### src/hw/rtl/voxel_face_culling_top_assert.svh
`ifndef VOXEL_FACE_CULLING_TOP_ASSERT_SVH
`define VOXEL_FACE_CULLING_TOP_ASSERT_SVH

// same-cycle implication under reset
`define VFC_ASSERT_IMP(label, clk, rst_n, ante, cons, msg) \
  label: assert property (@(posedge clk) disable iff (!rst_n) (ante) |-> (cons)) \
    else $error(msg);

// next-cycle implication under reset
`define VFC_ASSERT_NXT(label, clk, rst_n, ante, cons, msg) \
  label: assert property (@(posedge clk) disable iff (!rst_n) (ante) |=> (cons)) \
    else $error(msg);

`endif

### src/hw/rtl/vfc_pkg.sv
package vfc_pkg;

  localparam int GRID_X = 16;
  localparam int GRID_Y = 16;
  localparam int GRID_Z = 16;
  localparam int DEPTH = GRID_X * GRID_Y * GRID_Z;
  localparam int ADDR_W = (DEPTH > 1) ? $clog2(DEPTH) : 1;

  localparam int CRD_W = 4;
  localparam int TYPE_W = 8;
  localparam int FV_W = 17;
  localparam int SIDE_W = 3;
  localparam int NUM_SIDES = 6;
  localparam int VERTS_PER_FACE = 4;
  localparam logic [TYPE_W-1:0] SOLID_TYPE = TYPE_W'(1);
  localparam logic [TYPE_W-1:0] AIR_TYPE = '0;

  localparam int Q_DEPTH = 2;
  localparam int QPTR_W = (Q_DEPTH > 1) ? $clog2(Q_DEPTH) : 1;
  localparam int QCNT_W = $clog2(Q_DEPTH + 1);

  typedef enum logic [1:0] {
    OP_WRITE = 2'd0,
    OP_READ  = 2'd1,
    OP_CULL  = 2'd2,
    OP_BEGIN = 2'd3
  } op_t;

  typedef enum logic [2:0] {
    S_IDLE,
    S_EXEC,
    S_RDATA,
    S_CULL,
    S_EMIT
  } state_t;

  typedef struct packed {
    op_t               op;
    logic [CRD_W-1:0]  x;
    logic [CRD_W-1:0]  y;
    logic [CRD_W-1:0]  z;
    logic [TYPE_W-1:0] btype;
    logic              on_grid;
    logic [ADDR_W-1:0] addr;
  } cmd_t;

  function automatic logic [ADDR_W-1:0] cell_addr(input logic [CRD_W-1:0] x,
                                                  input logic [CRD_W-1:0] y,
                                                  input logic [CRD_W-1:0] z);
    cell_addr = ADDR_W'((int'(x) * GRID_Y + int'(y)) * GRID_Z + int'(z));
  endfunction

endpackage

### src/hw/rtl/vfc_queue.sv
module vfc_queue (
  input  logic          clk,
  input  logic          rst_n,
  input  logic          push,
  input  vfc_pkg::cmd_t push_cmd,
  output logic          ready,
  input  logic          pop,
  output logic          valid,
  output vfc_pkg::cmd_t head
);

  vfc_pkg::cmd_t               ent_r [vfc_pkg::Q_DEPTH];
  logic [vfc_pkg::QPTR_W-1:0]  wr_ptr_r, wr_ptr_nxt;
  logic [vfc_pkg::QPTR_W-1:0]  rd_ptr_r, rd_ptr_nxt;
  logic [vfc_pkg::QCNT_W-1:0]  count_r, count_nxt;
  logic                        do_push, do_pop;

  assign ready   = count_r != vfc_pkg::QCNT_W'(vfc_pkg::Q_DEPTH);
  assign valid   = count_r != '0;
  assign head    = ent_r[rd_ptr_r];
  assign do_push = push && ready;
  assign do_pop  = pop && valid;

  always_comb begin
    wr_ptr_nxt = wr_ptr_r;
    rd_ptr_nxt = rd_ptr_r;
    count_nxt  = count_r;
    if (do_push) begin
      wr_ptr_nxt = (wr_ptr_r == vfc_pkg::QPTR_W'(vfc_pkg::Q_DEPTH - 1)) ? '0 :
                   wr_ptr_r + vfc_pkg::QPTR_W'(1);
    end
    if (do_pop) begin
      rd_ptr_nxt = (rd_ptr_r == vfc_pkg::QPTR_W'(vfc_pkg::Q_DEPTH - 1)) ? '0 :
                   rd_ptr_r + vfc_pkg::QPTR_W'(1);
    end
    if (do_push && !do_pop) begin
      count_nxt = count_r + vfc_pkg::QCNT_W'(1);
    end else if (!do_push && do_pop) begin
      count_nxt = count_r - vfc_pkg::QCNT_W'(1);
    end
  end

  always_ff @(posedge clk) begin
    if (!rst_n) begin
      wr_ptr_r <= '0;
      rd_ptr_r <= '0;
      count_r  <= '0;
    end else begin
      wr_ptr_r <= wr_ptr_nxt;
      rd_ptr_r <= rd_ptr_nxt;
      count_r  <= count_nxt;
    end
  end

  always_ff @(posedge clk) begin
    if (do_push) begin
      ent_r[wr_ptr_r] <= push_cmd;
    end
  end

endmodule

### config.mk
export PLATFORM = sky130hd
export DESIGN_NAME = vfc_queue
export DESIGN_NICKNAME = d
export VERILOG_FILES = /design/src/hw/rtl/voxel_face_culling_top_assert.svh /design/src/hw/rtl/vfc_pkg.sv /design/src/hw/rtl/vfc_queue.sv
export SDC_FILE = /design/constraint.sdc
export NUM_CORES = 1
export LEC_CHECK = 0
export BUFFER_PORTS_ARGS = -buffer_cell sky130_fd_sc_hd__buf_2
export CORE_MARGIN = 4
export CORE_UTILIZATION = 55
export CTS_CLUSTER_SIZE = 16
export DETAILED_ROUTE_END_ITERATION = 10
export PLACE_DENSITY = 0.8
export REMOVE_ABC_BUFFERS = 1
export SETUP_SLACK_MARGIN = 0.3
export SKIP_LAST_GASP = 1
export SYNTH_ARGS = -nofsm -noshare
export SYNTH_HDL_FRONTEND = slang
export SYNTH_SLANG_ARGS = --single-unit
export TNS_END_PERCENT = 20
### constraint.sdc
create_clock -name clk -period 2.9 [get_ports clk]
set_input_delay 0.58 -clock clk [delete_from_list [all_inputs] [get_ports clk]]
set_output_delay 0.58 -clock clk [all_outputs]
set_load 0.005 [all_outputs]
# After elaboration in Yosys (flattened, before gate mapping)
# Memories as Yosys holds them, arrays and structs flattened. A register that Yosys moved wholly into a read port is not among the register bits.
# Cells that the tools add are included.
[classes]
n_addsub = 4
n_eq_ne = 1
mux = 8
n_reduce_logical = 8
[op_table]
columns = ["cell", "n"]
rows = [
  ["$mux W1", 6],
  ["$logic_and A1 B1 Y1", 4],
  ["$mux W2", 2],
  ["$reduce_bool A2 Y1", 2],
  ["$add A1 B1 Y1 const B", 2],
  ["$add A2 B1 Y2 const B", 1],
  ["$logic_not A1 Y1", 2],
  ["$ne A2 B2 Y1 const B", 1],
  ["$sub A2 B1 Y2 const B", 1],
]
[word_totals]
reg_bits = 4
mem_bits_rw = 70
in_bits = 39
out_inout_bits = 37
wordCells = 25
mem_count = 1
[memory_table]
columns = ["name", "depth", "word_bits", "read_ports", "rd_ports_with_merged_regs", "wr", "line_no", "text"]
rows = [
  ["ent_r", 2, 35, 1, 1, 1, "vfc_queue.sv:12", "vfc_pkg::cmd_t ent_r [vfc_pkg::Q_DEPTH];"],
]

# Longest topological paths before layout
# Gate-level depths: netlist of run 1.
[depth]
ltp_word = 6
ltp_mapped = 6
mapped_depth_nobuf = 6

# Worst setup path before layout of run 1
# OpenSTA, ideal clock, no wires.
[synth_path]
path_type = "in2reg"
from = "input port push"
to = "memory ent_r[1][0] in the netlist's numbering (enable)"
setup_time_ps = 396
arrival_time_ps = 1481
required_time_ps = 2504
setup_slack_ps = 1023
stages = 1
n_path_buf = 0
path_cell_list = "and3_1"
[synth_between]
elab_chain_len = 3
[synth_rtl]
columns = ["item", "line_no", "text"]
rows = [
  ["from (decl)", "vfc_queue.sv:4", "input logic push,"],
  ["$logic_and A1 B1 Y1", "vfc_queue.sv:21", "assign do_push = push && ready;"],
  ["$mux W1", "vfc_queue.sv:56", "if (do_push) begin"],
  ["$mux W1 (not written as such)", "vfc_queue.sv:57", "ent_r[wr_ptr_r] <= push_cmd;"],
  ["to (decl)", "vfc_queue.sv:12", ""],
]
# No other way between the ends.

==> results.ini, run 1 <==
[status]
status=finished, final reports clean

[synthesis]
syn_inst=133
yosysWarnings=0
syn-cell-area_um2=2760
synth.yosys.seq_area_share_pct=79.8
synth_cell_types=19
ys_seq_elements=75
syn-mean-instance-area_um2=20.7

[layout]
nets=256
fin_util_pct=70.9
fillers=321
antenna_cells=0
area_delta_synth_final_pct=23.0
final_cell_mix=75 x buf_2, 70 x edfxtp_1, 35 x mux2_2
layout-drive-gt1-share_pct=57.7
stdcell_area_um2=3390
final_common_cell=buf_2

[clock_tree]
path_clk_slew_ps=70
cts_resized=0
hold_buffers=0
cts_tree=done
cts_buffers=9
cts_root_buffer=clkbuf_8
clock_path_buffers=2
cts_num_sinks=75
clkLatencyLatePin_ps=330
htreeDepth=3
cts_setup_buffers=0

[sta]
fin_ws_ps=559
relSlewSlack_pct=44.9
slew_violations=0
rsz0062_at_grt=no
min_period_ps=2340
max_freq_mhz=427
hold_viol=0
setup_tns_ps=0
min_period_over_period_pct=80.7
setup_viol=0
finClkSkew_ps=5.15
worst_slew_pin_slew_ps=826

[critical_path]
crit_type=reg2out
start_kind=register
cp-end-kind=output port
cp_max_fo=35
critPathArrivalTime_ps=1760
worstPathRequired_ps=2320

[die]
placementRows=25
core_um2=4790
die_w_um=78.8
io_pins=76
die-area_um2=6210
start_util_pct=57.6
die_h_um=78.8

[drt]
vias=1435
dr.pass1.iters=4
route.detailed.drc=0
wl_per_cell_um=16.6
antenna_left=0
drt_first_iter_violations=55
wl_um=4760
viasPerCell=5.00

[global_routing]
grt_pass1_wl_um=7500
grtUsageTotal_pct=16.5
grt_start_max_net_pins=36
first_global_vias=1585
gr-total-overflow=0
antenna_found_initial=0

[power_and_ir_drop]
combPwrFrac_pct=22.0
power.density_nw_per_um2=827
power_uw=2810
peakVddDrop_mv=0.675
p_sw_share_pct=25.1
power.switching_uw=705
power.internal_uw=2100
seq_power_share_pct=52.2
power.share.clock_pct=25.8
leakage_uw=0.00128

[job]
cap_viol_max_count=0

[placed_design]
place.gp.congestion=0.648
port_buffers=75
hpwl_um=3170
pre_cts_ws_ps=882
placed_cell_area_um2=3220

[hold_path]
holdCritPathClass=in2reg

-- kinds of logic (layout without fill, tap and decap cells) --
family | count (synthesis) | in the layout | synth area share (%)
flops | 75 | 75 | 79.8
mux | 35 | 35 | 14.3
simple gates | 9 | 9 | 2.36
compound gates | 5 | 5 | 1.27
buf+inv | 5 | 92 | 0.862
xor+xnor | 3 | 3 | 0.953
fa+ha+maj | 1 | 1 | 0.453
-- final timing paths --
check	startpoint	endpoint	slack (ps)	cells past startpoint
setup / recovery	register	head[34]	560	2
hold / removal	push_cmd[11]	ent_r[0][11]	430	1
setup reg to reg	count_r[0]	ent_r[0][15]	1150	4
hold reg to reg	wr_ptr_r	wr_ptr_r	590	2
-- per-stage QoR --
step,cells,hold WS [ps]
final,287,431
after global routing,287,413
after floorplan,129,512
after detailed placement,272,580
after global placement,272,522
after CTS,287,417
-- synth_stat cells --
| library cell | instances | share of area (%) |
|---|---|---|
| a21boi_1 | 1 | 0.27 |
| inv_1 | 1 | 0.14 |
| edfxtp_1 | 70 | 76 |
| xnor2_1 | 2 | 0.64 |
| or3_1 | 1 | 0.23 |
| mux2_2 | 35 | 14 |
| dfxtp_1 | 5 | 3.6 |
| ha_1 | 1 | 0.45 |
| a21boi_0 | 1 | 0.27 |
| nand3b_1 | 1 | 0.27 |
| o21ai_1 | 1 | 0.18 |
| nand2b_4 | 1 | 0.50 |
| and2_1 | 4 | 0.91 |
| a21bo_2 | 1 | 0.36 |
| and3_1 | 1 | 0.23 |
| or2_2 | 1 | 0.23 |
| xor2_1 | 1 | 0.32 |
| buf_2 | 4 | 0.73 |
| o21ai_0 | 1 | 0.18 |
-- area by class of cell --
type	count	area, um2	area share, %
inverters	1	3.75	0.111
flip-flops and latches	75	2200	64.9
multi-input cells	53	534	15.7
clock inverters	4	42.5	1.25
repair buffers	76	395	11.6
clock buffers	11	131	3.87
well taps	67	83.8	2.47
-- power by group through the flow --
stage / Combinational, uW / Clock, uW / Sequential (uW)
2_1_floorplan: 365 / 0 / 1460
3_3_place_gp: 598 / 0 / 1480
3_5_place_dp: 626 / 0 / 1490
4_1_cts: 631 / 740 / 1470
5_1_grt: 673 / 793 / 1490
6_report: 617 / 724 / 1470
-- registers in the layout, summed over array words and instances (netlist names), named ones only --
signal    cells
ent_r        70
rd_ptr_r      1
count_r       2
wr_ptr_r      1
-- metal layers --
layer  up-vias  wire [um]  global-route usage (%)
met2        49       2540                    28.7
met4         0        108                    9.28
li1        683          -                       -
met1       692       1850                    18.4
met5         -          0                       0
met3        11        270                    4.42
-- worst max-delay path: stages, from the launching register on --
cell and delay, ps:
dfxtp_2 870, mux2_2 430, buf_2 130
Power figures use the tool's default switching activity.
==> run 2, diff against run 1 <==
- CORE_UTILIZATION: 55 -> 51
- PLACE_DENSITY: 0.8 -> 0.75
- clock period: 2.9 -> 2.2 ns (I/O delays scaled with it)
==> run 2 against run 1 <==
Power is 46% higher. Sequential share of layout area shrank 2.4 points. Critical endpoint is now head[15]. Core utilization is 2.9 points lower. Critical path type unchanged. Clock power up 84%.
==> results.ini, run 2 (synthesis results as in run 1) <==
[power_and_ir_drop]
seq_power_share_pct=45.1  ; -7.1 points
leakage_uw=0.00134  ; +4.5%
power.density_nw_per_um2=1170  ; +41%
peakVddDrop_mv=0.681  ; +0.86%
p_sw_share_pct=23.3  ; -1.8 points
power.share.clock_pct=32.5  ; +6.7 points
power_uw=4100  ; +46%
combPwrFrac_pct=22.4  ; +0.4 points
power.switching_uw=957  ; +36%
power.internal_uw=3150  ; +50%

[layout]
largest_reg_flops=70  ; unchanged
final_cell_mix=75 x buf_2, 70 x edfxtp_1, 35 x mux2_2
largest_register=ent_r
seq_area_um2=2200  ; about the same
fillers=366  ; +14%
stdcell_area_um2=3520  ; +3.7%
area_delta_synth_final_pct=27.6
finalNonFillerCells=295  ; +2.8%
final_common_cell=buf_2
layout-drive-gt1-share_pct=60.0  ; +2.3 points
largestRegisters=ent_r x70, count_r x2
antenna_cells=0  ; unchanged
multiInputGateArea_um2=534  ; unchanged
nets=260  ; +1.6%
fin_util_pct=68.1  ; -2.9 points

[drt]
dr_wl_met3_um=311  ; +15%
route.detailed.drc=0  ; unchanged
vias=1464  ; +2.0%
antenna_left=0  ; unchanged
dr.pass1.iters=4  ; unchanged
viasPerCell=4.96  ; -0.75%
wl_met2_um=2690  ; +6.0%
routed.top_layer=met4
drt_first_iter_violations=60  ; +9.1%
wl_per_cell_um=16.3  ; -1.9%
met1_length_um=1770  ; -4.1%
wl_um=4800  ; +0.88%

[sta]
setup_tns_ps=0  ; unchanged
min_period_ps=1850
hold_viol=0  ; unchanged
min_period_over_period_pct=83.9
slew_violations=0  ; unchanged
worst_slew_pin_slew_ps=388  ; -438 ps
setup_viol=0  ; unchanged
rsz0062_at_grt=yes
max_freq_mhz=542
relSlewSlack_pct=74.2  ; +29 points
finClkSkew_ps=4.76  ; -0.393 ps

[global_routing]
antenna_found_initial=0  ; unchanged
grt_pass1_wl_um=7270  ; -3.1%
grtUsageTotal_pct=15.3  ; -1.2 points
first_global_vias=1562  ; -1.5%
gr-total-overflow=0  ; unchanged
grt_start_max_net_pins=22  ; -39%

[die]
die-area_um2=6650  ; +7.0%
die_w_um=81.6  ; +3.5%
die_h_um=81.6  ; +3.5%
core_um2=5170  ; +8.1%
start_util_pct=53.3  ; -4.3 points
placementRows=26  ; +4.0%
io_pins=76  ; unchanged

[placed_design]
placed_cell_area_um2=3250  ; +1.0%
place.gp.congestion=0.657  ; +1.3%
port_buffers=75  ; unchanged
hpwl_um=3380  ; +6.7%
dp_cells=279  ; +2.6%

[critical_path]
r2r_start=count_r[0]
reg2regPathDepth=5  ; +1
worstPathRequired_ps=1760  ; -560 ps
cp_num_buf_inv=2  ; +1
cp-end-kind=output port
reg2reg_to=count_r[1]
crit_chain=buf_6, mux2_2, buf_2
cp_max_fo=21  ; -40%
critPathArrivalTime_ps=1410  ; -350 ps
crit_type=reg2out
slowest_delay_ps=370  ; -500 ps
start_kind=register
cpMaxStageDelayCell=mux2_2
crit_family=multiplexers
r2r_slack_ps=600  ; -550 ps

[clock_tree]
hold_buffers=0  ; unchanged
cts_buffers=9  ; unchanged
clock_path_buffers=2  ; unchanged
path_clk_slew_ps=80  ; about the same
cts_num_sinks=75  ; unchanged
htreeDepth=3  ; unchanged
cts_setup_buffers=0  ; unchanged
cts_tree=done
cts_root_buffer=clkbuf_8
clkLatencyLatePin_ps=330  ; about the same

[job]
cap_viol_max_count=0  ; unchanged

[hold_path]
holdPathStages=1  ; unchanged
holdPathEnd=ent_r[1][16]
min-delay-start=push_cmd[16]
holdCritPathClass=in2reg

[status]
status=finished, final reports clean

## run 2: cell types whose count changed in the layout (fill, tap and decap cells not counted)
cell / change
clkinvlp_4: +2
dfxtp_1: +1
clkbuf_1: -2
dfxtp_2: -1
bufinv_16: +3
clkinv_1: -2
buf_6: +1
buf_4: +3
## run 2: layout make-up
type / instances / share of cell area [%]
clock buffer: 9 / 3.52
sequential: 75 / 62.5
timing repair buffer: 80 / 12.2
tap: 70 / 2.49
inverter: 1 / 0.107
multi-input combinational: 53 / 15.2
clock inverter: 7 / 3.98
## run 2: layer usage
metal / up-vias / GRT usage [%]
met2: 53 / 28.6
met4: 0 / 8.11
met3: 5 / 3.18
met5: - / 0
met1: 715 / 16.0
li1: 691 / -
## run 2: worst max-delay path by stage
stage | start | depth (start not counted) | endpoint
after floorplan | register | 1 | head[0]
after CTS | register | 3 | head[24]
final | register | 3 | head[15]
after global routing | register | 3 | head[24]
after detailed placement | push | 5 | count_r[1]
after global placement | push | 5 | count_r[1]
## run 2: through the flow
step | hold WS, ps | setup WS, ps
finish | 296 | 354
global route | 272 | 289
CTS | 276 | 325
detailed placement | 556 | 591
global placement | 524 | 660
floorplan | 512 | 310
## run 2: repair_timing
action,CTS,global route
endpoints found under the setup margin,21,1
resized for setup,1,0
gates cloned,0,0
pin swaps,0,0
## run 2: power groups by stage
stage	Sequential [uW]	Combinational, uW	Clock [uW]
2_1_floorplan	1920	481	0
3_3_place_gp	1860	891	0
3_5_place_dp	1880	924	0
4_1_cts	1850	937	1360
5_1_grt	1870	1010	1440
6_report	1850	917	1330
## run 2: worst reg2reg max path: cells and delay by family (launching register included)
| family | cells | cell delay (ps) |
|---|---|---|
| compound gates | 1 | 140 |
| fa+ha+maj | 1 | 330 |
| flops | 1 | 360 |
| simple gates | 3 | 710 |
